**config.mk**
```make
export PLATFORM = sky130hd
export DESIGN_NAME = debug_link_frame_command_decoder
export DESIGN_NICKNAME = d
export VERILOG_FILES = /design/src/dlfcd_pkg.sv /design/src/dlfcd_cmd.sv /design/src/dlfcd_seq.sv /design/src/debug_link_frame_command_decoder.sv
export SDC_FILE = /design/constraint.sdc
export NUM_CORES = 1
export LEC_CHECK = 0
export ABC_CLOCK_PERIOD_IN_PS = 5900
export BUFFER_PORTS_ARGS = -buffer_cell sky130_fd_sc_hd__buf_2
export CELL_PAD_IN_SITES_DETAIL_PLACEMENT = 0
export CELL_PAD_IN_SITES_GLOBAL_PLACEMENT = 1
export CORE_MARGIN = 2
export CORE_UTILIZATION = 45
export DETAILED_ROUTE_END_ITERATION = 16
export GPL_ROUTABILITY_DRIVEN = 0
export PLACE_DENSITY = 0.87
export SYNTH_ARGS = -nofsm -noshare
export SYNTH_HDL_FRONTEND = slang
export SYNTH_SLANG_ARGS = --single-unit
```
**constraint.sdc**
```tcl
create_clock -name aclk -period 5.9 [get_ports aclk]
set_clock_uncertainty 0.15 [all_clocks]
set_input_delay 0.885 -clock aclk [delete_from_list [all_inputs] [get_ports aclk]]
set_output_delay 0.885 -clock aclk [all_outputs]
set_load 0.01 [all_outputs]
```
**src/dlfcd_pkg.sv**
```systemverilog
// Shared types and constants for the debug link frame command decoder.
// Used by dlfcd_cmd, dlfcd_seq and debug_link_frame_command_decoder; no dependencies.
package dlfcd_pkg;

    localparam int BUFFER_BYTES = 32;   // frame buffer depth, 8..64
    localparam int BC_W         = 6;    // byte counter width
    localparam int HDR_BYTES    = 6;    // leading bytes that commands ever look at
    localparam int HDR_IDX_W    = $clog2(HDR_BYTES);
    localparam int STEP_W       = 3;    // up to seven results per byte
    localparam int TDATA_W      = 72;

    localparam logic [7:0] DELIM    = 8'h7E;
    localparam logic [7:0] ESC      = 8'h7D;
    localparam logic [7:0] ESC_XOR  = 8'h20;
    localparam logic [7:0] CH_HELLO = 8'h68;  // 'h'
    localparam logic [7:0] CH_EXEC  = 8'h78;  // 'x'
    localparam logic [7:0] CH_RESET = 8'h72;  // 'r'
    localparam logic [7:0] CH_WRITE = 8'h77;  // 'w'
    localparam logic [7:0] CH_S     = 8'h53;
    localparam logic [7:0] CH_T     = 8'h54;
    localparam logic [7:0] CH_A     = 8'h41;
    localparam logic [7:0] CH_K     = 8'h4B;

    localparam logic [1:0] SPACE_BYTECODE = 2'd0;
    localparam logic [1:0] SPACE_LAST     = 2'd2;

    // Result kinds
    localparam logic [1:0] KIND_REPLY        = 2'd0;
    localparam logic [1:0] KIND_MEM_WRITE    = 2'd1;
    localparam logic [1:0] KIND_THREAD_RESET = 2'd2;
    localparam logic [1:0] KIND_START_EXEC   = 2'd3;

    // Result sequence started by one input byte
    typedef enum logic [2:0] {
        SEQ_HELLO  = 3'd0,
        SEQ_RESET  = 3'd1,
        SEQ_EXEC   = 3'd2,
        SEQ_WREPLY = 3'd3,
        SEQ_MEMW   = 3'd4
    } seq_t;

    typedef struct packed {
        seq_t        seq;
        logic [1:0]  space;
        logic [15:0] addr;
        logic [7:0]  data;
        logic [16:0] code_len;
        logic [7:0]  fn_num;
        logic [7:0]  arg_count;
    } desc_t;

    function automatic logic [7:0] hello_byte(input logic [STEP_W-1:0] idx);
        logic [7:0] r;
        case (idx)
            3'd1:    r = CH_HELLO;
            3'd2:    r = CH_S;
            3'd3:    r = CH_T;
            3'd4:    r = CH_A;
            3'd5:    r = CH_K;
            default: r = DELIM;
        endcase
        return r;
    endfunction

endpackage

```
**src/dlfcd_cmd.sv**
```systemverilog
// Unstuffing state machine, header buffer and command interpreter.
// Depends on dlfcd_pkg; emits one result descriptor per accepted byte at most.
module dlfcd_cmd (
    input  logic            aclk,
    input  logic            aresetn,
    input  logic            accept,
    input  logic [7:0]      rx_byte,
    output logic            emit,
    output dlfcd_pkg::desc_t desc
);
    import dlfcd_pkg::*;

    typedef enum logic [2:0] {
        FS_WAIT = 3'b001,
        FS_IN   = 3'b010,
        FS_ESC  = 3'b100
    } frame_state_t;

    typedef enum logic [2:0] {
        CS_IDLE  = 3'b001,
        CS_RECV  = 3'b010,
        CS_WRITE = 3'b100
    } cmd_state_t;

    typedef enum logic [1:0] {
        EV_DATA  = 2'd0,
        EV_END   = 2'd1,
        EV_ABORT = 2'd2
    } ev_t;

    frame_state_t          frame_state_reg, frame_state_next, frame_state_eff;
    cmd_state_t            cmd_state_reg, cmd_state_next, cmd_state_eff;
    logic [BC_W-1:0]       byte_count_reg, byte_count_next, byte_count_eff;
    logic [1:0]            write_space_reg, write_space_next;
    logic [16:0]           write_pointer_reg, write_pointer_next;
    logic                  write_enabled_reg, write_enabled_next;
    logic [16:0]           bytecode_size_reg, bytecode_size_next;
    logic [7:0]            hdr_reg [HDR_BYTES];

    logic                  overflow;
    logic                  proceed;
    ev_t                   ev;
    logic [7:0]            data_b;
    logic                  hdr_we;
    logic [HDR_IDX_W-1:0]  hdr_idx;
    logic [16:0]           hdr_sum;

    // Overflow check happens before anything else sees the byte
    assign overflow = ({1'b0, byte_count_reg} + 7'd1) >= 7'(BUFFER_BYTES);
    assign frame_state_eff = overflow ? FS_WAIT : frame_state_reg;
    assign cmd_state_eff   = overflow ? CS_IDLE : cmd_state_reg;
    assign byte_count_eff  = overflow ? '0 : byte_count_reg;

    // off + cnt of a write header; the last header byte is the one arriving now
    assign hdr_sum = {1'b0, hdr_reg[3], hdr_reg[2]} + {1'b0, data_b, hdr_reg[4]};

    always_comb begin
        frame_state_next   = frame_state_eff;
        cmd_state_next     = cmd_state_eff;
        byte_count_next    = byte_count_eff;
        write_space_next   = write_space_reg;
        write_pointer_next = write_pointer_reg;
        write_enabled_next = write_enabled_reg;
        bytecode_size_next = bytecode_size_reg;
        proceed            = 1'b0;
        ev                 = EV_DATA;
        data_b             = rx_byte;
        hdr_we             = 1'b0;
        hdr_idx            = '0;
        emit               = 1'b0;
        desc               = '0;
        desc.seq           = SEQ_HELLO;
        desc.code_len      = bytecode_size_reg;

        unique case (frame_state_eff)
            FS_IN: begin
                if (rx_byte == ESC) begin
                    frame_state_next = FS_ESC;
                end else begin
                    proceed = 1'b1;
                    ev      = (rx_byte == DELIM) ? EV_END : EV_DATA;
                end
            end
            FS_ESC: begin
                frame_state_next = FS_IN;
                proceed          = 1'b1;
                if (rx_byte == DELIM) begin
                    ev = EV_ABORT;
                end else begin
                    data_b = rx_byte ^ ESC_XOR;
                end
            end
            FS_WAIT: begin
                if (rx_byte == DELIM) begin
                    frame_state_next = FS_IN;
                end
            end
            default: frame_state_next = FS_WAIT;
        endcase

        if (proceed) begin
            unique case (cmd_state_eff)
                CS_IDLE: begin
                    if (ev == EV_DATA) begin
                        hdr_we          = 1'b1;
                        hdr_idx         = '0;
                        byte_count_next = BC_W'(1);
                        cmd_state_next  = CS_RECV;
                    end
                end
                CS_RECV: begin
                    if (ev == EV_ABORT) begin
                        cmd_state_next = CS_IDLE;
                    end else if (ev == EV_END) begin
                        cmd_state_next = CS_IDLE;
                        if (hdr_reg[0] == CH_HELLO && byte_count_eff == BC_W'(1)) begin
                            emit     = 1'b1;
                            desc.seq = SEQ_HELLO;
                        end else if (hdr_reg[0] == CH_RESET
                                     && byte_count_eff == BC_W'(1)) begin
                            emit     = 1'b1;
                            desc.seq = SEQ_RESET;
                        end else if (hdr_reg[0] == CH_EXEC
                                     && byte_count_eff == BC_W'(3)) begin
                            emit            = 1'b1;
                            desc.seq        = SEQ_EXEC;
                            desc.fn_num     = hdr_reg[1];
                            desc.arg_count  = hdr_reg[2];
                        end
                    end else begin
                        if ({1'b0, byte_count_eff} < 7'(BUFFER_BYTES)) begin
                            byte_count_next = byte_count_eff + BC_W'(1);
                            if ({1'b0, byte_count_eff} < 7'(HDR_BYTES)) begin
                                hdr_we  = 1'b1;
                                hdr_idx = byte_count_eff[HDR_IDX_W-1:0];
                            end
                        end
                        if (hdr_reg[0] == CH_WRITE && byte_count_next == BC_W'(HDR_BYTES)) begin
                            write_space_next   = hdr_reg[1][1:0];
                            write_enabled_next = (hdr_reg[1] <= {6'd0, SPACE_LAST});
                            write_pointer_next = {1'b0, hdr_reg[3], hdr_reg[2]};
                            if (hdr_reg[1] == {6'd0, SPACE_BYTECODE}
                                && bytecode_size_reg < hdr_sum) begin
                                bytecode_size_next = hdr_sum;
                            end
                            cmd_state_next = CS_WRITE;
                        end
                    end
                end
                CS_WRITE: begin
                    if (ev != EV_DATA) begin
                        emit           = 1'b1;
                        desc.seq       = SEQ_WREPLY;
                        cmd_state_next = CS_IDLE;
                    end else begin
                        // drop writes to a bad space or past the top of the space
                        if (write_enabled_reg && !write_pointer_reg[16]) begin
                            emit       = 1'b1;
                            desc.seq   = SEQ_MEMW;
                            desc.space = write_space_reg;
                            desc.addr  = write_pointer_reg[15:0];
                            desc.data  = data_b;
                        end
                        if (!write_pointer_reg[16]) begin
                            write_pointer_next = write_pointer_reg + 17'd1;
                        end
                    end
                end
                default: cmd_state_next = CS_IDLE;
            endcase
        end
    end

    always_ff @(posedge aclk) begin
        if (!aresetn) begin
            frame_state_reg   <= FS_WAIT;
            cmd_state_reg     <= CS_IDLE;
            byte_count_reg    <= '0;
            write_space_reg   <= '0;
            write_pointer_reg <= '0;
            write_enabled_reg <= 1'b0;
            bytecode_size_reg <= '0;
        end else if (accept) begin
            frame_state_reg   <= frame_state_next;
            cmd_state_reg     <= cmd_state_next;
            byte_count_reg    <= byte_count_next;
            write_space_reg   <= write_space_next;
            write_pointer_reg <= write_pointer_next;
            write_enabled_reg <= write_enabled_next;
            bytecode_size_reg <= bytecode_size_next;
        end
    end

    always_ff @(posedge aclk) begin
        if (accept && hdr_we) begin
            hdr_reg[hdr_idx] <= data_b;
        end
    end

endmodule

```
**src/dlfcd_seq.sv**
```systemverilog
// Result sequencer: holds one descriptor and plays out its results, one per
// cycle while m_tready is high. Depends on dlfcd_pkg.
module dlfcd_seq (
    input  logic                            aclk,
    input  logic                            aresetn,
    input  logic                            load,
    input  dlfcd_pkg::desc_t                desc_in,
    input  logic                            m_tready,
    output logic                            m_tvalid,
    output logic                            m_tlast,
    output logic [1:0]                      m_tuser,
    output logic [dlfcd_pkg::TDATA_W-1:0]   m_tdata,
    output logic                            free
);
    import dlfcd_pkg::*;

    desc_t               desc_reg;
    logic                valid_reg;
    logic [STEP_W-1:0]   step_reg;

    logic [7:0]  reply;
    logic [1:0]  kind;
    logic [1:0]  space;
    logic [15:0] addr;
    logic [7:0]  data;
    logic [7:0]  fi;
    logic [7:0]  ac;
    logic        last;

    always_comb begin
        kind  = KIND_REPLY;
        reply = '0;
        space = '0;
        addr  = '0;
        data  = '0;
        fi    = '0;
        ac    = '0;
        last  = 1'b0;
        case (desc_reg.seq)
            SEQ_HELLO: begin
                reply = hello_byte(step_reg);
                last  = (step_reg == STEP_W'(6));
            end
            SEQ_RESET, SEQ_EXEC: begin
                last = (step_reg == STEP_W'(2));
                if (step_reg == '0) begin
                    if (desc_reg.seq == SEQ_EXEC) begin
                        kind = KIND_START_EXEC;
                        fi   = desc_reg.fn_num;
                        ac   = desc_reg.arg_count;
                    end else begin
                        kind = KIND_THREAD_RESET;
                    end
                end else if (step_reg == STEP_W'(1)) begin
                    reply = (desc_reg.seq == SEQ_EXEC) ? CH_EXEC : CH_RESET;
                end else begin
                    reply = DELIM;
                end
            end
            SEQ_WREPLY: begin
                last  = (step_reg == STEP_W'(1));
                reply = (step_reg == '0) ? CH_WRITE : DELIM;
            end
            SEQ_MEMW: begin
                kind  = KIND_MEM_WRITE;
                space = desc_reg.space;
                addr  = desc_reg.addr;
                data  = desc_reg.data;
                last  = 1'b1;
            end
            default: last = 1'b1;
        endcase
    end

    assign m_tvalid = valid_reg;
    assign m_tlast  = last;
    assign m_tuser  = kind;
    assign m_tdata  = {5'd0, ac, fi, desc_reg.code_len, data, addr, space, reply};
    assign free     = !valid_reg || (last && m_tready);

    always_ff @(posedge aclk) begin
        if (!aresetn) begin
            valid_reg <= 1'b0;
            step_reg  <= '0;
        end else if (load) begin
            valid_reg <= 1'b1;
            step_reg  <= '0;
        end else if (valid_reg && m_tready) begin
            if (last) begin
                valid_reg <= 1'b0;
            end
            step_reg <= step_reg + STEP_W'(1);
        end
    end

    always_ff @(posedge aclk) begin
        if (load) begin
            desc_reg <= desc_in;
        end
    end

endmodule

```
**src/debug_link_frame_command_decoder.sv**
```systemverilog
// Top level of the debug link frame command decoder.
// Depends on dlfcd_pkg, dlfcd_cmd and dlfcd_seq.
//
// Usage:
//   The slave channel takes one raw link byte per transfer in s_tdata. Bytes
//   are unstuffed (0x7E delimits, 0x7D escapes with XOR 0x20, escaped 0x7E
//   aborts), buffered and decoded as hello, reset, start-execution or memory
//   write commands.
//   The master channel carries the results: m_tuser holds the kind (reply
//   byte, memory write, thread reset, begin execution), m_tdata the payload,
//   and m_tlast marks the final result caused by one input byte.
//   A result appears on the master side in the cycle after its byte is
//   accepted. Throughput while m_tready is high: one byte per cycle while
//   each byte causes at most one result; a byte with k results (seven for
//   HELLO) holds the master side until all are taken, as the sequencer plays
//   out one transfer per cycle and takes a new byte only as its last result
//   leaves. Bytes with no result pass at one per cycle while it is free.
//   Reset: aresetn clears both state machines, counters and the bytecode
//   length, and empties the result register.
//   Stall: when m_tready is low, the pending result holds and s_tready drops
//   until its last result has been taken.
module debug_link_frame_command_decoder (
    input  logic                           aclk,
    input  logic                           aresetn,
    input  logic                           s_tvalid,
    output logic                           s_tready,
    input  logic [7:0]                     s_tdata,   // [7:0] rx_byte
    output logic                           m_tvalid,
    input  logic                           m_tready,
    output logic [dlfcd_pkg::TDATA_W-1:0]  m_tdata,   // [7:0] reply_byte, [9:8] mem_space,
                                                      // [25:10] mem_address, [33:26] mem_data,
                                                      // [50:34] code_length, [58:51] function
                                                      // number, [66:59] arg_count, [71:67] zero
    output logic [1:0]                     m_tuser,   // [1:0] kind
    output logic                           m_tlast
);
    import dlfcd_pkg::*;

    logic  s_accept;
    logic  emit;
    logic  seq_free;
    desc_t desc;

    // Take a new byte whenever the result register is empty or draining its last result
    assign s_tready = seq_free;
    assign s_accept = s_tvalid && s_tready;

    dlfcd_cmd u_cmd (
        .aclk    (aclk),
        .aresetn (aresetn),
        .accept  (s_accept),
        .rx_byte (s_tdata),
        .emit    (emit),
        .desc    (desc)
    );

    // Load the sequencer only for bytes that produce results
    dlfcd_seq u_seq (
        .aclk     (aclk),
        .aresetn  (aresetn),
        .load     (s_accept && emit),
        .desc_in  (desc),
        .m_tready (m_tready),
        .m_tvalid (m_tvalid),
        .m_tlast  (m_tlast),
        .m_tuser  (m_tuser),
        .m_tdata  (m_tdata),
        .free     (seq_free)
    );

    // A byte is taken while results are pending only as the last one leaves
    a_accept_on_drain: assert property (@(posedge aclk) disable iff (!aresetn)
        s_tready && m_tvalid |-> m_tlast && m_tready)
        else $error("input taken while results still pending");

    // A memory write is always the only result of its byte
    a_memw_single: assert property (@(posedge aclk) disable iff (!aresetn)
        m_tvalid && m_tuser == KIND_MEM_WRITE |-> m_tlast)
        else $error("memory write not marked last");

    // Thread reset and begin execution are always followed by their reply
    a_event_has_reply: assert property (@(posedge aclk) disable iff (!aresetn)
        m_tvalid && (m_tuser == KIND_THREAD_RESET || m_tuser == KIND_START_EXEC)
        |-> !m_tlast)
        else $error("event result without following reply");

endmodule
```
# == After elaboration in Yosys (flattened, before gate mapping) ==
# Memory sizes are Yosys's and may differ from the RTL's.
# Cells that the tools add are included.
# op_classes
add_sub_neg,5
n_lt_le_gt_ge,5
eq_ne,32
mux,91
n_bitwise,9
n_reduce_logical,31
# ops
cell,count
17-bit two-way mux,5
6-bit two-way mux,12
8-bit two-way mux,9
3-bit two-way mux,21
8-bit by 7-bit == test with 1-bit output (second input constant),6
17-bit case mux with 2 select lines,1
6-bit case mux with 5 select lines,1
29-bit two-way mux,1
8-bit case mux with 3 select lines,1
1-bit two-way mux,22
3-bit by 2-bit == test with 1-bit output (second input constant),6
3-bit == test (second input constant),6
3-bit case mux with 3 select lines,2
16-bit by 16-bit adder with 17-bit output,1
17-bit by 1-bit adder with 17-bit output (second input constant),1
17-bit less-than comparator,1
16-bit two-way mux,1
7-bit AND reduction,2
3-bit by 1-bit == test with 1-bit output (second input constant),4
6-bit case mux with 2 select lines,1
1-bit logical AND,11
2-bit two-way mux,5
1-bit inverter,9
8-bit by 2-bit less-or-equal comparator with 1-bit output (second input constant),1
30 further kinds,43
# totals
reg_bits,115
ramBits,48
out_inout_bits,77
mem_count,1
# mem_list
name,depth,word_bits,read_ports,rd_clocked_by_memory_dff,wr,line_no,text
u_cmd.hdr_reg,6,8,5,0,1,dlfcd_cmd.sv:38,logic [7:0] hdr_reg [HDR_BYTES];

# == Longest topological paths before layout ==
# Gate-level depths: netlist of run 1.
# depth
depth_word,17
ltp_mapped,20
mapped_depth_nobuf,17

# == Cells and area by module ==
# From an unflattened synthesis of run 1, not the netlist that was laid out.
# unflattened
hier_cells,879
area_unflattened_um2,8733.4
# modules_own_cells
mod,instances,cells_each,area_per_inst_um2,seq_area_each_um2
dlfcd_cmd,1,659,5791.8,2182.1
dlfcd_seq,1,218,2929.1,1941.9
debug_link_frame_command_decoder,1,2,12.5,0.0

# == Worst setup path after synthesis of run 1 ==
# OpenSTA, ideal clock, no wires.
# synth_timing
path_type,input to register
start,in s_tdata[4]
end,reg u_seq.desc_reg[0] (netlist bit) (enable)
arrival_ns,4.143
setup_slack_ns,1.191
path_stages,12
path_buffers,0
path_cell_list,nand4_1 > nor3b_1 > nand3b_1 > nor3_1 > and2_1 > inv_1 > ha_1 > or4b_1 > nor3_1 > and3_1 > o21ai_0 > inv_1
# synth_via
elab_chain_len,10
# synth_lines
element,line_no,text
"start, declared",debug_link_frame_command_decoder.sv:27,"input logic [7:0] s_tdata,"
8-bit by 7-bit == test with 1-bit output,"dlfcd_cmd.sv:81, dlfcd_cmd.sv:87",
1-bit two-way mux,dlfcd_cmd.sv:81,ev = (rx_byte == DELIM) ? EV_END : EV_DATA;
2-bit two-way mux,dlfcd_cmd.sv:77,if (rx_byte == ESC) begin
2-bit case mux with 2 select lines,dlfcd_cmd.sv:75,unique case (frame_state_eff)
2-bit by 1-bit == test with 1-bit output,dlfcd_cmd.sv:114,end else if (ev == EV_END) begin
1-bit two-way mux,dlfcd_cmd.sv:114,
1-bit two-way mux,dlfcd_cmd.sv:112,if (ev == EV_ABORT) begin
1-bit case mux with 2 select lines,dlfcd_cmd.sv:102,unique case (cmd_state_eff)
1-bit two-way mux (*),dlfcd_cmd.sv:101,if (proceed) begin
1-bit logical AND (*),debug_link_frame_command_decoder.sv:61,".load (s_accept && emit),"
via u_seq.load,dlfcd_seq.sv:6,"input logic load,"
"end signal, assigned",dlfcd_seq.sv:98,desc_reg <= desc_in;
"end, declared",dlfcd_seq.sv:17,desc_t desc_reg;
# Mark *: on every way through the listed nets, which the timed path passes. The rest lies on a longest branch.
# A chain may end at the register's enable or synchronous reset.

==> results of run 1 <==
==> worst max-delay path: stages, from the launching register on <==
cell,delay [ns]
edfxtp_1,0.47
ha_1,0.28
fa_1,0.48
a21o_1,0.21
nand4_1,0.14
nand2_1,0.11
a21o_1,0.18
a21oi_1,0.18
xor2_1,0.29
ha_1,0.32
nand4_1,0.14
nor2_1,0.06
a21oi_1,0.22
a41oi_1,0.20
o31a_1,0.55
or4_1,0.55
o21ai_0,0.07
==> layout make-up <==
| class | instances | area, um^2 |
|---|---|---|
| inverters | 23 | 86.33 |
| flip-flops and latches | 155 | 4124 |
| multi-input cells | 610 | 4074 |
| fillers | 1677 | 9135 |
| clock inverters | 11 | 95.09 |
| well taps | 234 | 292.8 |
| clock buffers | 21 | 493.0 |
| repair buffers | 88 | 467.9 |
==> power by group through the flow <==
stage	logic, mW	registers, mW	clock network (mW)
floorplan	0.0432	1.17	0
global placement	0.0643	1.17	0
detailed placement	0.0649	1.17	0
CTS	0.0656	1.15	1.09
global route	0.0739	1.15	1.14
finish	0.0667	1.15	1.08
==> cell usage after synthesis, types with 12 or more instances <==
master,instances
a21o_1,12
a21oi_1,63
and2_1,61
and3_1,33
buf_4,25
clkbuf_1,32
dfxtp_1,53
edfxtp_1,102
ha_1,44
inv_1,23
nand2_1,52
nand2b_1,18
nand3_1,16
nor2_1,55
nor3_1,21
o211ai_1,12
o21ai_0,35
xnor2_1,12
==> final timing paths <==
| check | endpoint | startpoint |
|---|---|---|
| worst max-delay path | u_cmd.bytecode_size_reg[4]$_SDFFE_PN0P_ | u_cmd.hdr_reg[2][0]$_DFFE_PP_ |
| worst min-delay path | u_seq.m_tdata[42]$_DFFE_PP_ | u_cmd.bytecode_size_reg[8]$_SDFFE_PN0P_ |
| worst max register to register | u_cmd.bytecode_size_reg[4]$_SDFFE_PN0P_ | u_cmd.hdr_reg[2][0]$_DFFE_PP_ |
| worst min register to register | u_seq.m_tdata[42]$_DFFE_PP_ | u_cmd.bytecode_size_reg[8]$_SDFFE_PN0P_ |
==> kinds of logic (layout without fill, tap and decap cells) <==
logic type      Yosys count  in the layout  synth area share (%)
flops                   155            155                 47.87
compound gates          221            221                 17.71
buf+inv                  87            143                 5.054
simple gates            316            316                 20.42
fa+ha+maj                45             45                 6.623
xor+xnor                 19             19                 1.932
mux                       3              3                0.3486
other cells               1              6               0.04353
==> layer usage <==
layer	up-vias	GRT usage (%)	part of all wire, %
met4	0	7.712	2.0
met2	222	32.95	45
met1	3191	31.07	48
met5	-	0	0
li1	3245	-	-
met3	31	3.062	5.1
==> stage by stage <==
| step | total power, mW | cell area, um^2 |
|---|---|---|
| 2_1_floorplan | 1.215 | 8633 |
| 3_3_place_gp | 1.236 | 9045 |
| 3_5_place_dp | 1.237 | 9045 |
| 4_1_cts | 2.303 | 9633 |
| 5_1_grt | 2.359 | 9633 |
| 6_report | 2.295 | 9633 |
==> metrics.md, run 1 <==
| Metric | Value |
|---|---|
| Rel. slew slack | `18.34%` |
| Max IR drop VDD | `0.0001819 V` |
| DRT antenna net count | `0` |
| Ant. Diodes | `0` |
| Vias per cell | `5.857` |
| Nets@finish | `952` |
| Die Ht | `142.4 um` |
| R2R Setup Slk | `1.22 ns` |
| Status | `completed` |
| Area growth syn-to-layout | `11.82%` |
| Worst min path class | `flip-flop to flip-flop` |
| I/O pin count | `89` |
| Power per cell area | `238.2 nW/um^2` |
| Final min period | `4.677 ns` |
| Dpl ws | `1.020 ns` |
| Initial DRC count | `555` |
| Die ar. | `20270 um^2` |
| Switching power total | `0.5162 mW` |
| CTS tree | `built` |
| Number of global-route vias before repair | `6221` |
| Area contributors post-synth | `edfxtp_1 (36%), dfxtp_1 (12%), ha_1 (6.4%), and2_1 (4.4%), a21oi_1 (3.7%)` |
| Max capacitance violation total | `0` |
| Root Driver | `clkbuf_16` |
| DPL Wire Length | `15.49 mm` |
| IO buf count | `82` |
| First-pass GRT wire length | `33.80 mm` |
| Seq pwr share | `50.0%` |
| Mean Syn Cell Area | `10.17 um^2` |
| Most frequent cells in the layout | `edfxtp_1 (102), buf_2 (82), a21oi_1 (63), and2_1 (61), nor2_1 (55)` |
| Non-Filler Instances | `1142` |
| Sw Share | `22.49%` |
| Die Wd | `142.4 um` |
| Syn Inst Count | `847` |
| Worst setup margin | `1.223 ns` |
| Initial antenna violation count | `0` |
| Combinational share of power | `2.9%` |
| Core region area | `18770 um^2` |
| # clock sinks | `155` |
| Netlist Area Pre-Place | `8615 um^2` |
| Startpoint types | `flip-flop` |
| Wire per inst | `18.80 um` |
| Layout cells sized above 1 | `15.64%` |
| Top cell type's share of synthesized area | `35.56%` |
| H-tree depth | `4` |
| Async SR Flop Fraction | `0%` |
| Max Buffers Root-to-Sink | `2` |
| PostCTS Resize Cnt | `0` |
| Post-synth EDFFs | `102` |
| CP Max Fanout | `25` |
| Least-Margin Pin Slew | `1.218 ns` |
| Distinct cells, synth | `75` |
| Cell Int Power | `1.779 mW` |
| Hold path cells | `0` |
| Synth warn | `0` |
| Register area share after synthesis | `47.87%` |
| Final cycle utilization of the critical path | `79.28%` |
| Ys flop type | `edfxtp_1` |
| Peak Freq | `213.8 MHz` |
| Largest net degree at the start of global routing | `53` |
| Req. time, crit path | `6.12 ns` |
| Drc violations | `0` |
| DRT Pass-1 Iters | `5` |
| Critical path class | `flip-flop to flip-flop` |
| Endpoints failing setup | `0` |
| Max reg flops | `45` |
| Clock slew at reported path FFs | `0.07 ns` |
| Commonest non-fill, non-tap cell in the layout | `edfxtp_1` |
| R2r worst-path depth | `16` |
| Post CTS Setup Buffer Count | `0` |
| Total vias in the final route | `6689` |
| Power share of the clock group | `47.1%` |
| Worst hold margin | `0.3289 ns` |
| Drt total wl | `21.47 mm` |
| Cell taking the most area after synthesis | `edfxtp_1` |
| Final hold violation count | `0` |
| Pins Over Slew Limit | `0` |
| Final Core Density | `51.33%` |
| RSZ-0062 raised after global routing | `no` |
| Hold_buf cts | `0` |
| Dpl cells | `1110` |
| Cts bufs inserted | `17` |
| Flops & latches, synth | `155` |
| Sum Neg Setup Slack | `0 ns` |
| Grt ovf | `0` |
| Crit path DAT | `4.89 ns` |
| GR Util All Layers | `21.48%` |
| Clk_lat worst skew | `0.43 ns` |
| Element type at the critical path end | `flip-flop` |
| Site Rows | `50` |
| Leak | `3.820 nW` |
| Initial Util | `45.90%` |
Power figures use the tool's default switching activity.
==> run 2: changes to the inputs <==
ABC_AREA = 1   (was not set)
ABC_CLOCK_PERIOD_IN_PS = 4100   (was 5900)
CORE_UTILIZATION = 40   (was 45)
PLACE_DENSITY = 0.85   (was 0.87)
clock period = 4.1 ns   (was 5.9 ns; I/O delays follow)
==> metrics.md, run 2 <==
| Metric | Value |
|---|---|
| Status | `completed` |
| Register area share after synthesis | `46.15%` |
| Vias per cell | `4.893` |
| Mux cell area share after synthesis | `0%` |
| Final cycle utilization of the critical path | `92.54%` |
| Post-synth EDFFs | `102` |
| Initial antenna violation count | `0` |
| Die Wd | `153.5 um` |
| R2R Setup Slk | `0.31 ns` |
| CTS tree | `built` |
| Initial DRC count | `516` |
| Rel. slew slack | `39.33%` |
| Netlist Area Pre-Place | `8936 um^2` |
| DRT Pass-1 Iters | `5` |
| IO buf count | `82` |
| Most Frequent Cell on Critical Path | `nand2_1` |
| Wire per inst | `14.21 um` |
| Drt total wl | `21.28 mm` |
| Final min period | `3.794 ns` |
| Clock slew at reported path FFs | `0.07 ns` |
| Max IR drop VDD | `0.0002974 V` |
| Largest family of logic cells by synthesized area | `simple AND/OR/NAND/NOR gates` |
| First-pass GRT wire length | `34.64 mm` |
| XOR/XNOR share of the synthesized area | `1.176%` |
| Hold path cells | `1` |
| Crit-path max cell delay | `0.36 ns` |
| Mean Syn Cell Area | `8.000 um^2` |
| Least-Margin Pin Slew | `0.9100 ns` |
| Max capacitance violation total | `0` |
| Flops & latches, synth | `155` |
| Req. time, crit path | `4.28 ns` |
| Most frequent cells in the layout | `nand2_1 (209), nor2_1 (209), inv_1 (184), edfxtp_1 (102), buf_2 (82)` |
| Reg area | `4125 um^2` |
| Area contributors post-synth | `edfxtp_1 (34%), dfxtp_1 (12%), nand2_1 (8.8%), nor2_1 (8.8%), inv_1 (7.8%)` |
| Cts bufs inserted | `17` |
| Critical path class | `flip-flop to flip-flop` |
| Dpl ws | `-0.07502 ns` |
| Root Driver | `clkbuf_16` |
| Syn Inst Count | `1117` |
| RR Startpoint | `u_cmd.byte_count_reg[3]$_SDFFE_PN0P_` |
| Slowest stage cell, crit path | `dfxtp_1` |
| Peak Freq | `263.6 MHz` |
| Delay-heaviest family, CP | `simple AND/OR/NAND/NOR gates` |
| Async SR Flop Fraction | `0%` |
| Largest net degree at the start of global routing | `34` |
| Synth warn | `0` |
| Element type at the critical path end | `flip-flop` |
| Adder-cell share of the synthesized area | `6.385%` |
| Worst min path class | `input pin to flip-flop` |
| Dpl cells | `1463` |
| Grt ovf | `0` |
| Initial Util | `40.82%` |
| Ant. Diodes | `0` |
| Total vias in the final route | `7329` |
| GR Util All Layers | `18.36%` |
| Beginning of the worst hold path | `s_tdata[0]` |
| # clock sinks | `155` |
| Layout cells sized above 1 | `15.35%` |
| Cell taking the most area after synthesis | `edfxtp_1` |
| Crit path DAT | `3.97 ns` |
| Final instance area | `10230 um^2` |
| Worst setup margin | `0.3059 ns` |
| CP Max Fanout | `33` |
| H-tree depth | `4` |
| Leak | `4.693 nW` |
| Startpoint types | `flip-flop` |
| Compound-gate portion of the synthesized area | `7.967%` |
| R2r worst-path depth | `25` |
| I/O pin count | `89` |
| Ys flop type | `edfxtp_1` |
| Clk_lat worst skew | `0.43 ns` |
| DRT antenna net count | `0` |
| Non-Filler Instances | `1498` |
| RR Endpoint | `u_cmd.bytecode_size_reg[1]$_SDFFE_PN0P_` |
| DPL Wire Length | `16.09 mm` |
| Area of the multi-input gates | `3819 um^2` |
| Die Ht | `153.5 um` |
| WP buf/inv | `3` |
| Number of global-route vias before repair | `6794` |
| Top cell type's share of synthesized area | `34.28%` |
| Die ar. | `23550 um^2` |
| RSZ-0062 raised after global routing | `no` |
| Distinct cells, synth | `52` |
| Synth top cells by count | `nand2_1 (209), nor2_1 (209), inv_1 (185)` |
| Max Buffers Root-to-Sink | `2` |
| Power per cell area | `324.7 nW/um^2` |
| Final hold violation count | `0` |
| Core region area | `21890 um^2` |
| Nets@finish | `1263` |
| Area growth syn-to-layout | `14.45%` |
| Max reg flops | `45` |
| Pins Over Slew Limit | `0` |
| Worst hold endpoint | `u_cmd.hdr_reg[0][0]$_DFFE_PP_` |
| Drc violations | `0` |
| Layout fillers | `2167` |
| Endpoints failing setup | `0` |
| Site Rows | `54` |
| Worst hold margin | `0.2677 ns` |
| Synth Area in Simple Gates | `26.73%` |
| Post-placement cell area | `9614 um^2` |
run 2: changes by cell type in the layout (fill, tap and decap cells not counted), sizes merged, moves of 32 or more:
cell / before / now
and2: 61 / 2
and3: 33 / 1
inv: 29 / 193
nand2: 52 / 218
nand3: 16 / 49
nor2: 56 / 224
run 2: cell families after synthesis:
kind of cell,after synthesis
AO/OA/AOI/OAI,130
XOR/XNOR,12
adder cells (fa/ha/maj),45
buffers and inverters,234
flip-flops,155
other,1
AND/OR/NAND/NOR,540
run 2: what timing repair did:
action / in CTS / in global routing
setup endpoints to repair: 0 / 17
hold endpoints to repair: 0 / 0
buffers inserted: 0 / 4
resized for setup: 0 / 7
hold buffers: 0 / 0
run 2: worst reg2reg max path, cell delays in order (launching register included):
cell and delay [ns]:
dfxtp_1 0.36, nand2_1 0.14, nor2_4 0.07, a21oi_4 0.22
nand3_4 0.13, nor3_2 0.19, a21oi_2 0.08, ha_1 0.33
nand2_1 0.10, o21ai_0 0.08, a21oi_1 0.15, xor2_1 0.20
inv_1 0.07, ha_1 0.27, nand2_1 0.04, inv_1 0.06
nand3_1 0.09, nor2_1 0.17, nand4_1 0.12, nand3_1 0.10
nor2_1 0.06, nand3_2 0.10, buf_12 0.18, nand2_1 0.11
nand2_1 0.08, nor2_1 0.05
run 2: how the worst max path moves through the flow:
stage                                               from                                 endpoint  slack [ns]  cells after the start
global placement                              s_tdata[7]  u_cmd.bytecode_size_reg[3]$_SDFFE_PN0P_        0.10                     24
CTS                 u_cmd.byte_count_reg[2]$_SDFFE_PN0P_  u_cmd.bytecode_size_reg[1]$_SDFFE_PN0P_        0.14                     25
floorplan                                     s_tdata[7]          u_seq.desc_reg[0]$_SDFFCE_PP0P_        0.15                     16
detailed placement                            s_tdata[7]  u_cmd.bytecode_size_reg[1]$_SDFFE_PN0P_       -0.08                     25
global route        u_cmd.byte_count_reg[3]$_SDFFE_PN0P_  u_cmd.bytecode_size_reg[1]$_SDFFE_PN0P_        0.03                     25
finish              u_cmd.byte_count_reg[3]$_SDFFE_PN0P_  u_cmd.bytecode_size_reg[1]$_SDFFE_PN0P_        0.31                     25
run 2: stage by stage:
step	utilization, %	TNS (ns)	power [mW]
4_1_cts	46.48	0	3.344
2_1_floorplan	-	0	1.791
5_1_grt	46.72	0	3.432
6_report	46.72	0	3.321
3_3_place_gp	43.92	0	1.840
3_5_place_dp	43.92	-0.5096	1.841
run 2: layer usage:
metal | vias up | track usage, % | part of all wire [%]
met2 | 182 | 30.06 | 47
li1 | 3728 | - | -
met1 | 3399 | 24.98 | 47
met5 | - | 0 | 0
met4 | 0 | 4.893 | 1.2
met3 | 20 | 3.601 | 4.9
run 2: area by class of cell:
cell class / count / share of cell area [%]
Tap cell: 280 / 3.425
Clock inverter: 14 / 1.333
Timing Repair Buffer: 111 / 6.508
Clock buffer: 17 / 4.160
Sequential cell: 155 / 40.34
Inverter: 188 / 6.900
Multi-Input combinational cell: 733 / 37.34
run 2: where the power goes:
group / total, mW / switching [mW] / internal [mW]
combinational: 0.148 / 0.101 / 0.0466
clock: 1.51 / 0.666 / 0.845
sequential: 1.66 / 0.00535 / 1.66
==> run 3: changes to the inputs <==
ABC_CLOCK_PERIOD_IN_PS = 3300   (was 4100)
clock period = 3.3 ns   (was 4.1 ns; I/O delays follow)
==> metrics.md, run 3 (synthesized netlist as in run 2, its figures left out) <==
| Metric | Value |
|---|---|
| RSZ-0062 raised after global routing | `yes` |
| GR Util All Layers | `19.62%` |
| Clock slew at reported path FFs | `0.07 ns` |
| Least-Margin Pin Slew | `0.6972 ns` |
| Max capacitance violation total | `0` |
| Sw Share | `23.72%` |
| Power per cell area | `381.0 nW/um^2` |
| Cts bufs inserted | `17` |
| Grt ovf | `0` |
| Delay-heaviest family, CP | `simple AND/OR/NAND/NOR gates` |
| Final cycle utilization of the critical path | `111.0%` |
| Switching power total | `1.028 mW` |
| R2R Setup Slk | `-0.36 ns` |
| Vias per cell | `4.906` |
| Nets@finish | `1362` |
| IO buf count | `82` |
| Core region area | `21890 um^2` |
| Max Buffers Root-to-Sink | `2` |
| First-pass GRT wire length | `36.85 mm` |
| Combinational share of power | `5.7%` |
| Failing checks | `setup timing` |
| Ant. Diodes | `0` |
| Cell Int Power | `3.306 mW` |
| CP Max Fanout | `7` |
| Max IR drop VDD | `0.0003492 V` |
| Commonest non-fill, non-tap cell in the layout | `nand2_1` |
| Peak Freq | `273.0 MHz` |
| Most frequent cells in the layout | `nand2_1 (199), nor2_1 (198), inv_1 (179), buf_4 (118), edfxtp_1 (102)` |
| H-tree depth | `4` |
| Worst-path cell chain | `ha_4 -> fa_2 -> nand3_2 -> nand2_4 -> a21boi_2 -> buf_4 -> buf_4 -> xnor2_1 -> inv_1 -> ha_1 -> a21oi_2 -> o21a_1 -> nand2_1 -> nand2_1 -> nand3_1 -> nor2_2 -> nand3_4 -> buf_6 -> buf_12 -> nand2_4 -> nand2_2 -> nor2_2` |
| DRT Pass-1 Iters | `5` |
| Initial DRC count | `544` |
| Drt total wl | `23.28 mm` |
| Clk_lat worst skew | `0.43 ns` |
| Root Driver | `clkbuf_16` |
| Critical path class | `flip-flop to flip-flop` |
| Die Wd | `153.5 um` |
| DRT antenna net count | `0` |
| I/O pin count | `89` |
| Endpoints failing setup | `17` |
| Post-placement cell area | `10270 um^2` |
| # clock sinks | `155` |
| Die Ht | `153.5 um` |
| Drc violations | `0` |
| Final hold violation count | `0` |
| Max reg flops | `45` |
| Status | `finished with violations` |
| Wire per inst | `14.57 um` |
| Power share of the clock group | `46.6%` |
| CTS tree | `built` |
| Pins Over Slew Limit | `0` |
| Crit path DAT | `3.88 ns` |
| Die ar. | `23550 um^2` |
| Slowest stage cell, crit path | `edfxtp_1` |
| Initial Util | `40.82%` |
| Final instance area | `11380 um^2` |
| Dpl ws | `-0.4371 ns` |
| Element type at the critical path end | `flip-flop` |
| WP buf/inv | `5` |
| Initial antenna violation count | `0` |
| Crit-path max cell delay | `0.45 ns` |
| Rel. slew slack | `53.38%` |
| Seq pwr share | `47.6%` |
| Site Rows | `54` |
| Leak | `5.246 nW` |
| Final min period | `3.663 ns` |
| Number of global-route vias before repair | `7296` |
| Startpoint types | `flip-flop` |
| Total vias in the final route | `7839` |
| Worst setup margin | `-0.3626 ns` |
| Worst min path class | `input pin to flip-flop` |
| Req. time, crit path | `3.52 ns` |
| Layout cells sized above 1 | `25.57%` |
| Largest net degree at the start of global routing | `39` |
| DPL Wire Length | `16.81 mm` |
| Area growth syn-to-layout | `27.30%` |
[run 3: cell count changes in the layout (fill, tap and decap cells not counted), sizes merged]
cell    change
buf        +99
clkbuf      +1
bufinv      +1
inv         +2
clkinv      -3
[run 3: per-stage QoR]
step | hold WS [ns] | TNS (ns) | instances | util (%) | total power, mW
after CTS | 0.1934 | -4.868 | 1591 | 51.09 | 4.337
after global routing | 0.1969 | -8.183 | 1598 | 51.97 | 4.458
after floorplan | 0.2582 | -1.593 | 1122 | - | 2.227
after detailed placement | 0.2678 | -7.552 | 1546 | 46.94 | 2.328
final | 0.2110 | -5.529 | 1598 | 51.97 | 4.335
after global placement | 0.2659 | -5.080 | 1546 | 46.94 | 2.325
[run 3: routing by layer]
| metal | GRT usage, % | up-vias | share of wire, % |
|---|---|---|---|
| li1 | - | 3932 | - |
| met4 | 6.073 | 0 | 1.9 |
| met1 | 26.28 | 3668 | 46 |
| met5 | 0 | - | 0 |
| met3 | 3.317 | 36 | 5.0 |
| met2 | 32.61 | 203 | 47 |
[run 3: power groups by stage]
stage	combinational [mW]	clock [mW]	sequential (mW)
final	0.249	2.02	2.06
after global routing	0.276	2.12	2.06
after CTS	0.234	2.04	2.06
after detailed placement	0.222	0	2.11
after global placement	0.220	0	2.11
after floorplan	0.120	0	2.11
[run 3: area by class of cell]
cell class	count	area, um^2
Clock buffer	18	429.2
Sequential cell	155	4126
Multi-Input combinational cell	733	4085
Tap cell	280	350.3
Clock inverter	14	175.2
Inverter	188	716.9
Timing Repair Buffer	210	1493
Fill cell	2023	10520
[run 3: what timing repair did]
action                                  4_1_cts  5_1_grt
pin swaps                                    30       35
setup buffers                                10        7
cloned                                        3        0
endpoints found under the setup margin       17       59
hold endpoints to repair                      0        0
hold buffers                                  0        0
gates resized for setup                      36       33
[run 3: worst paths after layout]
path / start / to / cells past startpoint
worst min register to register: u_cmd.bytecode_size_reg[0]$_SDFFE_PN0P_ / u_seq.m_tdata[34]$_DFFE_PP_ / 0
worst min-delay path: s_tdata[1] / u_cmd.hdr_reg[0][1]$_DFFE_PP_ / 1
worst max register to register: u_cmd.hdr_reg[2][0]$_DFFE_PP_ / u_cmd.bytecode_size_reg[0]$_SDFFE_PN0P_ / 22
worst max-delay path: u_cmd.hdr_reg[2][0]$_DFFE_PP_ / u_cmd.bytecode_size_reg[0]$_SDFFE_PN0P_ / 22
